==> src/rtl/ppm_pkg.sv <==
`timescale 1ns / 1ps
`default_nettype none
// ----------------------------------------------------------------------------
// ppm_pkg: shared types and constants for the P6 stream parser
// Result kinds, status codes and the word passed from the parser front end
// to the output back end.
// ----------------------------------------------------------------------------
package ppm_pkg;

  localparam int unsigned MaxDim     = 4096;
  localparam int unsigned TokenMax   = 32;
  localparam int unsigned HdrLimit   = 4096;
  localparam int unsigned CmtLimit   = 4096;
  localparam int unsigned DimW       = 13;
  localparam int unsigned TokLenW    = 6;
  localparam int unsigned CntW       = 13;
  localparam int unsigned PixW       = 26;
  localparam int unsigned QueueDepth = 4;
  localparam int unsigned QueuePtrW  = 2;

  typedef enum logic [1:0] {
    KIND_PIXEL  = 2'd0,
    KIND_HEADER = 2'd1,
    KIND_STATUS = 2'd2
  } kind_e;

  typedef enum logic [3:0] {
    ST_OK          = 4'd0,
    ST_HDR_LONG    = 4'd1,
    ST_CMT_LONG    = 4'd2,
    ST_TOK_LONG    = 4'd3,
    ST_INCOMPLETE  = 4'd4,
    ST_NOT_P6      = 4'd5,
    ST_BAD_DIM     = 4'd6,
    ST_BAD_MAXVAL  = 4'd7,
    ST_NO_SEP      = 4'd8,
    ST_LEN_MISMATCH = 4'd9
  } status_e;

  typedef enum logic [2:0] {
    PH_MAGIC  = 3'd0,
    PH_WIDTH  = 3'd1,
    PH_HEIGHT = 3'd2,
    PH_MAXVAL = 3'd3,
    PH_PIXELS = 3'd4,
    PH_FAILED = 3'd5
  } phase_e;

  // One result word: payload fields of one result item.
  typedef struct packed {
    kind_e             kind;
    logic [7:0]        pixel_byte;
    logic [DimW-1:0]   image_width;
    logic [DimW-1:0]   image_height;
    status_e           status;
    logic              final_res;
  } res_t;

endpackage : ppm_pkg
`default_nettype wire

==> src/rtl/ppm_front.sv <==
`timescale 1ns / 1ps
`default_nettype none
// ----------------------------------------------------------------------------
// ppm_front: header parser and byte classifier
// Consumes one byte per cycle while take_i is high and produces up to two result
// words, which it writes into the result queue.
// ----------------------------------------------------------------------------
module ppm_front (
  input  wire logic            clk_i,
  input  wire logic            rst_ni,
  input  wire logic            take_i,
  input  wire logic [7:0]      byte_i,
  input  wire logic            eof_i,
  output ppm_pkg::res_t        res0_o,
  output logic                 res0_vld_o,
  output ppm_pkg::res_t        res1_o,
  output logic                 res1_vld_o,
  output logic [ppm_pkg::DimW-1:0] width_o,
  output logic [ppm_pkg::DimW-1:0] height_o
);
  import ppm_pkg::*;

  phase_e               phase_q, phase_d;
  logic                 cmt_q, cmt_d;
  logic [TokLenW-1:0]   tlen_q, tlen_d;
  logic                 tmatch_q, tmatch_d;
  logic [DimW-1:0]      acc_q, acc_d;
  logic [CntW-1:0]      hcnt_q, hcnt_d;
  logic [CntW-1:0]      ccnt_q, ccnt_d;
  logic [DimW-1:0]      wid_q, wid_d;
  logic [DimW-1:0]      hgt_q, hgt_d;
  logic [PixW-1:0]      left_q, left_d;
  status_e              err_q, err_d;
  // Pixel count is built from a registered w*h product, then times 3.
  logic                 mul_pend_q, mul_pend_d;
  logic [PixW-1:0]      wh_q, wh_d;

  logic                 space;
  logic [3:0]           digit;
  logic [DimW+3:0]      acc_mul;
  logic [DimW-1:0]      acc_add;
  logic                 tmatch_add;
  logic                 hdr_over;
  status_e              judge;
  status_e              err;
  res_t                 blank;

  function automatic status_e judge_new(phase_e ph, logic tm, logic [TokLenW-1:0] tl,
                                        logic [DimW-1:0] ac);
    status_e r;
    case (ph)
      PH_MAGIC:  r = (tm && tl == TokLenW'(2)) ? ST_OK : ST_NOT_P6;
      PH_MAXVAL: r = (tm && tl == TokLenW'(3)) ? ST_OK : ST_BAD_MAXVAL;
      default:   r = (!tm || ac == '0 || ac > DimW'(MaxDim)) ? ST_BAD_DIM : ST_OK;
    endcase
    return r;
  endfunction

  assign space = (byte_i == 8'd32) || (byte_i >= 8'd9 && byte_i <= 8'd13);
  assign digit = byte_i[3:0];

  // Token character update (add_char).
  always_comb begin
    acc_mul    = {4'd0, acc_q} * (DimW + 4)'(10) + (DimW + 4)'(digit);
    acc_add    = acc_q;
    tmatch_add = tmatch_q;
    case (phase_q)
      PH_MAGIC: begin
        if (!((tlen_q == TokLenW'(0) && byte_i == "P") ||
              (tlen_q == TokLenW'(1) && byte_i == "6"))) tmatch_add = 1'b0;
      end
      PH_MAXVAL: begin
        if (!((tlen_q == TokLenW'(0) && byte_i == "2") ||
              (tlen_q == TokLenW'(1) && byte_i == "5") ||
              (tlen_q == TokLenW'(2) && byte_i == "5"))) tmatch_add = 1'b0;
      end
      default: begin
        if (byte_i >= "0" && byte_i <= "9") begin
          if (acc_mul > (DimW + 4)'(MaxDim)) acc_add = DimW'(MaxDim + 1);
          else acc_add = acc_mul[DimW-1:0];
        end else begin
          tmatch_add = 1'b0;
        end
      end
    endcase
  end

  // Judge of the pending token.
  always_comb begin
    case (phase_q)
      PH_MAGIC:  judge = (tmatch_q && tlen_q == TokLenW'(2)) ? ST_OK : ST_NOT_P6;
      PH_MAXVAL: judge = (tmatch_q && tlen_q == TokLenW'(3)) ? ST_OK : ST_BAD_MAXVAL;
      default:   judge = (!tmatch_q || acc_q == '0 || acc_q > DimW'(MaxDim))
                         ? ST_BAD_DIM : ST_OK;
    endcase
  end

  assign hdr_over = (hcnt_q >= CntW'(HdrLimit));

  always_comb begin
    blank          = '0;
    blank.kind     = KIND_PIXEL;
    blank.status   = ST_OK;
    phase_d    = phase_q;
    cmt_d      = cmt_q;
    tlen_d     = tlen_q;
    tmatch_d   = tmatch_q;
    acc_d      = acc_q;
    hcnt_d     = hcnt_q;
    ccnt_d     = ccnt_q;
    wid_d      = wid_q;
    hgt_d      = hgt_q;
    left_d     = left_q;
    err_d      = err_q;
    mul_pend_d = 1'b0;
    wh_d       = wh_q;
    err        = ST_OK;
    res0_o     = blank;
    res0_vld_o = 1'b0;
    res1_o     = blank;
    res1_vld_o = 1'b0;

    if (mul_pend_q) begin
      left_d = (wh_q << 1) + wh_q;
    end

    if (take_i) begin
      if (phase_q <= PH_MAXVAL) begin
        if (cmt_q) begin
          if (hdr_over) err = ST_HDR_LONG;
          else begin
            hcnt_d = hcnt_q + CntW'(1);
            if (byte_i == 8'h0A) cmt_d = 1'b0;
            else if (ccnt_q == CntW'(CmtLimit)) err = ST_CMT_LONG;
            else ccnt_d = ccnt_q + CntW'(1);
          end
        end else if (tlen_q == '0) begin
          if (hdr_over) err = ST_HDR_LONG;
          else begin
            hcnt_d = hcnt_q + CntW'(1);
            if (byte_i == "#") begin
              cmt_d  = 1'b1;
              ccnt_d = CntW'(1);
            end else if (!space) begin
              acc_d    = acc_add;
              tmatch_d = tmatch_add;
              tlen_d   = tlen_q + TokLenW'(1);
            end
          end
        end else if (space) begin
          if (judge != ST_OK) err = judge;
          else begin
            if (phase_q == PH_WIDTH)  wid_d = acc_q;
            if (phase_q == PH_HEIGHT) hgt_d = acc_q;
            if (phase_q == PH_MAXVAL) begin
              res0_o              = blank;
              res0_o.kind         = KIND_HEADER;
              res0_o.image_width  = wid_q;
              res0_o.image_height = hgt_q;
              res0_vld_o          = 1'b1;
              wh_d                = PixW'(wid_q) * PixW'(hgt_q);
              mul_pend_d          = 1'b1;
              phase_d             = PH_PIXELS;
            end else begin
              phase_d  = phase_e'(phase_q + 3'd1);
              tlen_d   = '0;
              tmatch_d = 1'b1;
              acc_d    = '0;
              if (hdr_over) err = ST_HDR_LONG;
              else hcnt_d = hcnt_q + CntW'(1);
            end
          end
        end else if (tlen_q >= TokLenW'(TokenMax)) begin
          err = ST_TOK_LONG;
        end else if (hdr_over) begin
          err = ST_HDR_LONG;
        end else begin
          hcnt_d   = hcnt_q + CntW'(1);
          acc_d    = acc_add;
          tmatch_d = tmatch_add;
          tlen_d   = tlen_q + TokLenW'(1);
        end
      end else if (phase_q == PH_PIXELS) begin
        // The count is written from the registered product in the cycle after the
        // header; a byte in that cycle sees it as w*h*3 through the pending product.
        if (mul_pend_q ? (wh_q != '0) : (left_q != '0)) begin
          res0_o            = blank;
          res0_o.pixel_byte = byte_i;
          res0_vld_o        = 1'b1;
          left_d = (mul_pend_q ? ((wh_q << 1) + wh_q) : left_q) - PixW'(1);
        end else begin
          err = ST_LEN_MISMATCH;
        end
      end

      if (err != ST_OK) begin
        err_d   = err;
        phase_d = PH_FAILED;
      end

      if (eof_i) begin
        if (phase_d <= PH_MAXVAL) begin
          // An error above would have set the failed phase, so the token
          // state here is the untouched state from before this byte or the
          // state it just built; judge the pending token from the new state.
          err_d = ST_INCOMPLETE;
          if (tlen_d != '0 && !cmt_d) begin
            if (judge_new(phase_d, tmatch_d, tlen_d, acc_d) != ST_OK)
              err_d = judge_new(phase_d, tmatch_d, tlen_d, acc_d);
            else if (phase_d == PH_MAXVAL) err_d = ST_NO_SEP;
          end
        end else if (phase_d == PH_PIXELS && left_d != '0) begin
          err_d = ST_LEN_MISMATCH;
        end else if (phase_d == PH_PIXELS && mul_pend_d && wh_d != '0) begin
          err_d = ST_LEN_MISMATCH;
        end
        res1_o           = blank;
        res1_o.kind      = KIND_STATUS;
        res1_o.status    = err_d;
        res1_o.final_res = 1'b1;
        res1_vld_o       = 1'b1;
        phase_d    = PH_MAGIC;
        cmt_d      = 1'b0;
        tlen_d     = '0;
        tmatch_d   = 1'b1;
        acc_d      = '0;
        hcnt_d     = '0;
        ccnt_d     = '0;
        wid_d      = '0;
        hgt_d      = '0;
        left_d     = '0;
        err_d      = ST_OK;
        mul_pend_d = 1'b0;
      end
    end
  end

  always_ff @(posedge clk_i or negedge rst_ni) begin
    if (!rst_ni) begin
      phase_q    <= PH_MAGIC;
      cmt_q      <= 1'b0;
      tlen_q     <= '0;
      tmatch_q   <= 1'b1;
      acc_q      <= '0;
      hcnt_q     <= '0;
      ccnt_q     <= '0;
      wid_q      <= '0;
      hgt_q      <= '0;
      left_q     <= '0;
      err_q      <= ST_OK;
      mul_pend_q <= 1'b0;
      wh_q       <= '0;
    end else begin
      phase_q    <= phase_d;
      cmt_q      <= cmt_d;
      tlen_q     <= tlen_d;
      tmatch_q   <= tmatch_d;
      acc_q      <= acc_d;
      hcnt_q     <= hcnt_d;
      ccnt_q     <= ccnt_d;
      wid_q      <= wid_d;
      hgt_q      <= hgt_d;
      left_q     <= left_d;
      err_q      <= err_d;
      mul_pend_q <= mul_pend_d;
      wh_q       <= wh_d;
    end
  end

  assign width_o  = wid_q;
  assign height_o = hgt_q;

endmodule : ppm_front
`default_nettype wire

==> src/rtl/ppm_queue.sv <==
`timescale 1ns / 1ps
`default_nettype none
// ----------------------------------------------------------------------------
// ppm_queue: result queue between parser and output port
// Takes up to two words per cycle and hands out one while the reader is ready; the head is registered.
// ----------------------------------------------------------------------------
module ppm_queue (
  input  wire logic          clk_i,
  input  wire logic          rst_ni,
  input  wire ppm_pkg::res_t wr0_i,
  input  wire logic          wr0_vld_i,
  input  wire ppm_pkg::res_t wr1_i,
  input  wire logic          wr1_vld_i,
  output logic               room2_o,
  output ppm_pkg::res_t      rd_o,
  output logic               rd_vld_o,
  input  wire logic          rd_rdy_i
);
  import ppm_pkg::*;

  res_t                 mem_q [QueueDepth];
  logic [QueuePtrW-1:0] wp_q, wp_d, rp_q, rp_d;
  logic [QueuePtrW:0]   cnt_q, cnt_d;
  logic                 pop;
  logic [QueuePtrW-1:0] wp1;

  assign pop      = rd_vld_o && rd_rdy_i;
  assign rd_vld_o = (cnt_q != '0);
  assign rd_o     = mem_q[rp_q];
  assign room2_o  = (cnt_q <= (QueuePtrW + 1)'(QueueDepth - 2));
  assign wp1      = wr0_vld_i ? wp_q + QueuePtrW'(1) : wp_q;

  always_comb begin
    wp_d  = wp_q + QueuePtrW'(wr0_vld_i) + QueuePtrW'(wr1_vld_i);
    rp_d  = rp_q + QueuePtrW'(pop);
    cnt_d = cnt_q + (QueuePtrW + 1)'(wr0_vld_i) + (QueuePtrW + 1)'(wr1_vld_i)
            - (QueuePtrW + 1)'(pop);
  end

  always_ff @(posedge clk_i) begin
    if (wr0_vld_i) mem_q[wp_q] <= wr0_i;
    if (wr1_vld_i) mem_q[wp1]  <= wr1_i;
  end

  always_ff @(posedge clk_i or negedge rst_ni) begin
    if (!rst_ni) begin
      wp_q  <= '0;
      rp_q  <= '0;
      cnt_q <= '0;
    end else begin
      wp_q  <= wp_d;
      rp_q  <= rp_d;
      cnt_q <= cnt_d;
    end
  end

endmodule : ppm_queue
`default_nettype wire

==> src/rtl/ppm_p6_stream_parser_unit.sv <==
`timescale 1ns / 1ps
`default_nettype none
// Order: the words a byte makes are written into the result queue when the byte
// is taken; a second (status) word from the same byte follows the first one out.
// Throughput: one byte per cycle; a byte is taken whenever the four-entry
// result queue has room for two words, so the port only stalls on back pressure.
// Reset: rst_ni clears the parser to expect the magic token and empties the
// queue; no clearing pass is needed.
// ----------------------------------------------------------------------------
// ppm_p6_stream_parser_unit: streaming binary PPM (P6) parser
// The front end parses the header and classifies each byte; header, pixel
// and status words go into a small queue that drives the output port.
// ----------------------------------------------------------------------------
module ppm_p6_stream_parser_unit (
  input  wire logic                     clk_i,
  input  wire logic                     rst_ni,
  input  wire logic                     in_valid_i,
  output logic                          in_ready_o,
  input  wire logic [7:0]               byte_in_i,
  input  wire logic                     end_of_file_i,
  output logic                          out_valid_o,
  input  wire logic                     out_ready_i,
  output logic [1:0]                    kind_o,
  output logic [7:0]                    pixel_byte_o,
  output logic [ppm_pkg::DimW-1:0]      image_width_o,
  output logic [ppm_pkg::DimW-1:0]      image_height_o,
  output logic [3:0]                    status_o,
  output logic                          final_res_o
);
  import ppm_pkg::*;

  logic            take;
  logic            room2;
  res_t            r0, r1, head;
  logic            r0_vld, r1_vld;
  logic [DimW-1:0] wid, hgt;

  // A byte makes at most two words, so two free entries admit it.
  assign in_ready_o = room2;
  assign take       = in_valid_i && in_ready_o;

  ppm_front u_front (
    .clk_i      (clk_i),
    .rst_ni     (rst_ni),
    .take_i     (take),
    .byte_i     (byte_in_i),
    .eof_i      (end_of_file_i),
    .res0_o     (r0),
    .res0_vld_o (r0_vld),
    .res1_o     (r1),
    .res1_vld_o (r1_vld),
    .width_o    (wid),
    .height_o   (hgt)
  );

  ppm_queue u_queue (
    .clk_i     (clk_i),
    .rst_ni    (rst_ni),
    .wr0_i     (r0),
    .wr0_vld_i (r0_vld),
    .wr1_i     (r1),
    .wr1_vld_i (r1_vld),
    .room2_o   (room2),
    .rd_o      (head),
    .rd_vld_o  (out_valid_o),
    .rd_rdy_i  (out_ready_i)
  );

  assign kind_o         = head.kind;
  assign pixel_byte_o   = head.pixel_byte;
  assign image_width_o  = head.image_width;
  assign image_height_o = head.image_height;
  assign status_o       = head.status;
  assign final_res_o    = head.final_res;

`ifndef ASSERT_OFF
  // Only a status word closes the stream.
  a_final_kind : assert property (@(posedge clk_i) disable iff (!rst_ni)
    out_valid_o && final_res_o |-> kind_o == KIND_STATUS)
    else $error("final word is not a status word");

  // Words are only written while a byte is taken.
  a_write_take : assert property (@(posedge clk_i) disable iff (!rst_ni)
    (r0_vld || r1_vld) |-> take)
    else $error("result written without a byte");

  // A second word is always a status word.
  a_second_status : assert property (@(posedge clk_i) disable iff (!rst_ni)
    r1_vld |-> r1.kind == KIND_STATUS && r1.final_res)
    else $error("second word is not the status word");

  // The header word reports the stored dimensions.
  a_header_dims : assert property (@(posedge clk_i) disable iff (!rst_ni)
    r0_vld && r0.kind == KIND_HEADER |-> r0.image_width == wid && r0.image_height == hgt)
    else $error("header word dimensions mismatch");
`endif

endmodule : ppm_p6_stream_parser_unit
`default_nettype wire

==> config.mk <==
export PLATFORM = sky130hd
export DESIGN_NAME = ppm_p6_stream_parser_unit
export DESIGN_NICKNAME = d
export VERILOG_FILES = /design/src/rtl/ppm_pkg.sv /design/src/rtl/ppm_front.sv /design/src/rtl/ppm_queue.sv /design/src/rtl/ppm_p6_stream_parser_unit.sv
export SDC_FILE = /design/constraint.sdc
export NUM_CORES = 1
export LEC_CHECK = 0
export BUFFER_PORTS_ARGS = -buffer_cell sky130_fd_sc_hd__buf_2
export CAP_MARGIN = 20
export CORE_ASPECT_RATIO = 0.9
export CORE_MARGIN = 3
export CORE_UTILIZATION = 51
export DETAILED_ROUTE_END_ITERATION = 8
export GPL_TIMING_DRIVEN = 0
export HOLD_SLACK_MARGIN = 0.02
export PLACE_DENSITY = 0.65
export SLEW_MARGIN = 30
export SYNTH_ARGS = -nofsm -noshare
export SYNTH_HDL_FRONTEND = slang
export SYNTH_HIERARCHICAL = 1
export SYNTH_SLANG_ARGS = --single-unit
export TNS_END_PERCENT = 10
==> constraint.sdc <==
create_clock -name clk_i -period 9.7 [get_ports clk_i]
set_clock_uncertainty 0.1 [all_clocks]
set_input_delay 0.485 -clock clk_i [delete_from_list [all_inputs] [get_ports clk_i]]
set_output_delay 0.485 -clock clk_i [all_outputs]
set_load 0.005 [all_outputs]
==> results.py, run 1 <==
metrics = {
    "synthesis": {
        "synthCells": 2535,
        "ys_seq_area_frac": 0.326,
        "synth_edf_count": 164,
        "synth_top_area_frac": 0.190,
        "synthTopCellsByArea": "edfxtp_1 (19%), dfrtp_1 (13%), fa_1 (9.8%)",
        "synth_largest_area_cell": "edfxtp_1",
        "async_reset_ff_frac": 0.461,
        "synth_area_per_cell_um2": 10.2,
        "synthesis.area_um2": 25900,
        "synth_top_cells_by_count": "nand2_1 (256), inv_1 (226), edfxtp_1 (164), ha_1 (154), mux2_2 (146)",
        "synth_seq_cells": 304,
        "synth-main-ff-cell": "edfxtp_1",
        "synth_cell_types": 123,
        "yosys_warnings": 6,
        "synth_most_common_cell": "nand2_1",
    },
    "detailed_routing": {
        "vias_per_cell": 6.02,
        "wl_um": 71100,
        "via_count": 20300,
        "wl_per_cell_um": 21.1,
        "ant_nets": 0,
        "drc": 0,
        "firstDrtPassIters": 5,
        "drt_iter0_drc": 1684,
    },
    "clocking": {
        "cts_setup_buffers": 0,
        "clkSinkCount": 304,
        "cts_inserted_buffers": 35,
        "cts_tree": "done",
        "cts_buffer_depth": 3,
        "clk_pin_slew_worst_paths_ps": 60,
        "cts_root_buf": "clkbuf_16",
        "cts_max_level": 2,
        "clock_latency_ps": 550,
    },
    "sta": {
        "rsz0062_at_grt": "false",
        "tightest_slew_ps": 870,
        "hold_violations": 0,
        "slew_headroom": 0.416,
        "timing.hold.ws_ps": 234,
        "fin_crit_ps": 8550,
        "finalSetupTns_ps": 0,
        "slew_viol_final": 0,
        "max_freq_mhz": 117,
        "setup-violations-final": 0,
        "fin_crit_sh": 0.882,
    },
    "global_routing": {
        "antenna_found_initial": 0,
        "grt_overflow": 0,
        "track_usage": 0.265,
        "grt_pass1_vias": 20200,
        "grt_max_degree": 77,
        "grt_pass1_wl_um": 112000,
    },
    "floorplan": {
        "fp.dieH_um": 220,
        "start_util": 0.521,
        "core_um2": 49600,
        "num_rows": 77,
        "floorplan.die.width_um": 243,
        "die_area_um2": 53400,
        "ios": 56,
    },
    "layout": {
        "fin_cells": 3366,
        "postLayoutCellArea_um2": 28400,
        "final_nets": 2966,
        "area_delta_synth_final_pct": 9.98,
        "drive_above_1_share": 0.170,
        "diodes": 0,
        "utilization": 0.573,
    },
    "worst_setup_path": {
        "critPathMaxFanout": 10,
        "cp.arrival_ps": 8750,
        "start_kind": "flop",
        "worstPathRequired_ps": 9900,
        "end_kind": "flop",
        "crit_type": "reg -> reg",
    },
    "status": {
        "run_status": "complete, no violations",
    },
    "placed_design": {
        "port_buffers": 54,
        "dp_cells": 3305,
        "gp_congestion": 0.923,
        "dp.final_hpwl_um": 53100,
        "dpl-instance-area_um2": 27300,
    },
    "pwr": {
        "vdd_drop_max_mv": 0.232,
        "powerDensity_nw_per_um2": 287,
        "power_leakage_uw": 0.0125,
    },
    "min_path": {
        "hold_path.class": "in -> reg",
    },
    "job": {
        "drv_cap": 0,
    },
}
-- cell type report --
class                      instances  area, µm²
inverter                         230        863
multi-input combinational       1876      15800
clock inverter                    18        205
sequential                       304       8430
timing repair buffer              60        405
tap                              671        840
buffer                           165        987
clock buffer                      42        943
fill                            4322      21200
-- placed cells by master (no fill, tap or decap), types with 14 or more instances in the layout --
master	netlist	routed
nand2_1	256	254
inv_1	226	226
edfxtp_1	164	164
ha_1	154	154
mux2_2	146	146
dfrtp_1	139	139
fa_1	127	127
and2_1	121	121
nor2_1	104	104
o21ai_0	100	100
clkbuf_1	81	85
a21oi_1	81	81
buf_2	11	64
nand3_1	53	53
buf_4	51	51
conb_1	1	41
mux4_2	41	41
xnor2_1	38	38
clkbuf_16	0	36
nor3_1	36	36
a21o_1	36	34
o22ai_1	34	34
and3_1	33	33
nand4_1	27	27
a31oi_1	27	27
xor2_1	24	24
nor4_1	21	20
a211oi_1	19	19
o211ai_1	19	19
buf_6	18	18
nor2b_1	17	17
a22oi_1	16	16
o2bb2ai_1	15	15
mux2_1	15	15
mux2i_1	14	14
-- registers in the layout, summed over array words and instances (netlist names) --
register and flops:
u_front/width_o 13, u_front/left_q 26, u_front/hcnt_q 13, u_front/phase_q 3, u_queue/mem_q 164, u_front/cmt_q 1, u_front/ccnt_q 13, u_front/err_q 4
u_front/tmatch_q 1, u_front/tlen_q 6, u_queue/cnt_q 3, u_front/wh_q 26, u_front/height_o 13, u_queue/wp_q 2, u_queue/rp_q 2, u_front/mul_pend_q 1
u_front/acc_q 13
-- metrics by stage --
stage / power, µW / setup WS [ps]
finish: 8170 / 1150
global route: 8830 / 817
CTS: 8170 / 1240
detailed placement: 6740 / 1260
global placement: 6650 / 1300
floorplan: 5370 / 2510
-- worst paths after layout --
kind	from	end	slack, ps	depth (start not counted)
worst max-delay path	u_front/width_o[2]	u_queue/mem_q[0][1]	1150	23
worst min-delay path	out_ready_i	u_queue/rp_q[0]	230	3
worst max register to register	u_front/width_o[2]	u_queue/mem_q[0][1]	1150	23
max in group asynchronous	rst_ni	u_queue/rp_q[1]	8320	3
min in group asynchronous	rst_ni	u_front/left_q[10]	370	2
worst min register to register	u_front/err_q[3]	u_front/err_q[3]	400	1
-- per-layer routing --
| layer | wire, µm | vias to the layer above | global-route usage | part of all wire |
|---|---|---|---|---|
| li1 | - | 9290 | - | - |
| met1 | 31800 | 10100 | 0.380 | 0.45 |
| met2 | 32700 | 732 | 0.421 | 0.46 |
| met3 | 4690 | 108 | 0.0370 | 0.066 |
| met4 | 1840 | 0 | 0.0785 | 0.026 |
| met5 | 0 | - | 0 | 0 |
-- power breakdown --
part           internal [µW]  switching (µW)  total (µW)
Clock                    801             557        1360
Sequential              1580             237        1820
Combinational           1970            3020        4990
Total                   4350            3820        8170
-- kinds of logic after synthesis --
| logic type | after synthesis | share of synthesized area |
|---|---|---|
| other cells | 1 | 0.000145 |
| xor+xnor | 62 | 0.0210 |
| buf+inv | 395 | 0.0716 |
| compound gates | 485 | 0.131 |
| mux | 226 | 0.117 |
| flops | 304 | 0.326 |
| simple gates | 781 | 0.160 |
| fa+ha+maj | 281 | 0.173 |
-- worst max-delay path, cell delays in order, from the launching register on --
cell and delay (ps):
dfrtp_1 470, clkbuf_1 590, nand2_1 150, fa_1 500, fa_1 550, inv_1 60
fa_1 530, fa_1 550, inv_1 60, fa_1 530, inv_1 40, ha_1 360
a211oi_1 390, o21bai_1 220, a21oi_1 200, xor2_1 370, nor4b_1 530, nand4_1 180
or4_1 660, a21oi_1 200, and4b_1 250, o211ai_4 130, o31a_1 390, mux2_2 290
-- what timing repair did --
action / CTS / global route
hold buffers: 1 / 0
hold endpoints to repair: 64 / 0
resized for setup: 0 / 0
setup endpoints to repair: 0 / 0
(Power assumes the default switching activity.)
==> inputs of run 2 (changes only) <==
- CORE_ASPECT_RATIO: 0.9 -> not set
==> run 2 against run 1 <==
Register-to-register slack gained 40 ps. Final cell count barely moved. Final area is 0.17% higher. Sequential cell count stayed put. Critical path type unchanged. Highest routed layer unchanged. Via count is 0.47% lower. Maximum frequency up 0.45%. Sequential power barely moved. Critical endpoint is now u_queue/mem_q[2][1]. Die area about the same. First-iteration DRC count is 4.6% lower.
==> results.py, run 2 (same netlist as run 1, synthesis figures left out) <==
metrics = {
    "layout": {
        "area_delta_synth_final_pct": 10.2,
        "drive_above_1_share": 0.169,
        "regMostFlops": "u_queue/mem_q",
        "layout_common_cells": "nand2_1 (254), inv_1 (226), edfxtp_1 (164)",
        "final_nets": 2968,
        "largest_reg_flops": 164,
        "largestRegisters": "u_queue/mem_q: 164 flops, u_front/left_q: 26 flops, u_front/wh_q: 26 flops",
        "diodes": 0,
        "layout_commonest_cell": "nand2_1",
    },
    "clocking": {
        "cts_inserted_buffers": 36,
        "cts_resized": 0,
        "clock_latency_ps": 560,
        "cts_buffer_depth": 3,
        "cts_max_level": 2,
        "cts_setup_buffers": 0,
        "clk_pin_slew_worst_paths_ps": 60,
        "clkSinkCount": 304,
        "cts_root_buf": "clkbuf_16",
        "cts_tree": "done",
    },
    "pwr": {
        "vdd_drop_max_mv": 0.344,
        "cell_internal_pwr_uw": 4380,
        "sw_frac_of_total": 0.463,
        "power_frac_seq": 0.223,
        "power_leakage_uw": 0.0125,
        "powerDensity_nw_per_um2": 287,
        "p_comb_frac": 0.608,
        "p_switching_uw": 3780,
        "pwr-share-clk": 0.169,
    },
    "floorplan": {
        "fp.dieH_um": 231,
        "start_util": 0.523,
        "floorplan.die.width_um": 231,
        "core_um2": 49500,
        "ios": 56,
        "die_area_um2": 53400,
        "num_rows": 81,
    },
    "detailed_routing": {
        "ant_nets": 0,
        "firstDrtPassIters": 8,
        "drc": 0,
        "wl_um": 70600,
        "wl_per_cell_um": 21.0,
        "vias_per_cell": 5.99,
        "drt_iter0_drc": 1606,
        "via_count": 20200,
    },
    "status": {
        "run_status": "complete, no violations",
    },
    "placed_design": {
        "dp.final_hpwl_um": 52600,
        "port_buffers": 54,
        "gp_congestion": 0.901,
    },
    "sta": {
        "max_freq_mhz": 117,
        "hold_violations": 0,
        "finalSetupTns_ps": 0,
        "setup-violations-final": 0,
        "slew_viol_final": 0,
        "tightest_slew_ps": 831,
        "timing.hold.ws_ps": 214,
        "fin_crit_sh": 0.878,
        "fin_crit_ps": 8510,
        "slew_headroom": 0.438,
        "rsz0062_at_grt": "false",
    },
    "global_routing": {
        "antenna_found_initial": 0,
        "grt_pass1_vias": 20400,
        "grt_overflow": 0,
        "grt_max_degree": 83,
        "track_usage": 0.264,
        "grt_pass1_wl_um": 112000,
    },
    "worst_setup_path": {
        "critPathMaxFanout": 10,
        "crit_path_start": "u_front/width_o[6]",
        "cp.arrival_ps": 8720,
        "worst_r2r_endpoint": "u_queue/mem_q[2][1]",
        "r2r-start": "u_front/width_o[6]",
        "start_kind": "flop",
        "r2r_slack_ps": 1190,
        "crit_type": "reg -> reg",
        "worstPathRequired_ps": 9910,
        "ff2ff_path_depth": 23,
        "end_kind": "flop",
    },
    "min_path": {
        "hold_path.class": "in -> async",
    },
    "job": {
        "drv_cap": 0,
    },
}
==> run 2: power by group through the flow <==
stage          clock (µW)  combinational [µW]  sequential, µW
2_1_floorplan           0                3640            1720
3_3_place_gp            0                4830            1830
3_5_place_dp            0                4910            1830
4_1_cts              1410                4960            1810
5_1_grt              1460                5550            1840
6_report             1380                4960            1820
==> run 2: worst max path at each step <==
| stage | to | cells after the start |
|---|---|---|
| final | u_queue/mem_q[2][1] | 23 |
| after global routing | u_queue/mem_q[1][1] | 23 |
| after CTS | u_queue/mem_q[2][1] | 23 |
| after detailed placement | u_queue/mem_q[2][1] | 23 |
| after global placement | u_queue/mem_q[0][1] | 24 |
| after floorplan | u_queue/mem_q[2][1] | 24 |
==> run 2: worst max-delay path: stages (launching register included) <==
cell      delay (ps)
dfrtp_1          560
clkbuf_1         510
nand2_1          170
fa_1             560
fa_1             520
inv_1             50
fa_1             500
fa_1             570
inv_1             60
fa_1             550
inv_1             50
ha_1             360
a211oi_1         390
o21bai_1         230
a22oi_1          390
a311oi_1         170
a311oi_1         420
nand4_1          160
or4_1            620
a21oi_1          210
and4b_1          260
o211ai_4         150
o31a_1           420
mux2_2           290
==> run 2: area by class of cell <==
cell class | instances | area (µm²)
Multi-Input combinational cell | 1876 | 15800
Tap cell | 664 | 831
Clock buffer | 51 | 987
Buffer | 165 | 987
Clock inverter | 14 | 198
Timing Repair Buffer | 61 | 433
Fill cell | 4332 | 21000
Sequential cell | 304 | 8430
Inverter | 230 | 863
==> run 2: stage by stage <==
stage          cell area [µm²]  cells  total power [µW]  utilization  setup WS, ps
6_report                 28500   3365              8160        0.576          1190
5_1_grt                  28500   3365              8850        0.576           824
4_1_cts                  28500   3365              8180        0.576          1250
3_5_place_dp             27300   3299              6740        0.552          1270
3_3_place_gp             27100   3293              6670        0.548          1380
2_1_floorplan            26000   2575              5370            -          2510
==> run 2: layer usage <==
metal | share of wire | global-route usage | up-vias
met2 | 0.48 | 0.443 | 677
met5 | 0 | 0 | -
met1 | 0.43 | 0.362 | 10100
li1 | - | - | 9293
met4 | 0.026 | 0.0746 | 0
met3 | 0.059 | 0.0348 | 114
==> run 2: timing repair <==
action                                  4_1_cts  5_1_grt
endpoints found under the setup margin        0        0
hold endpoints to repair                     86        0
hold buffers                                  1        0
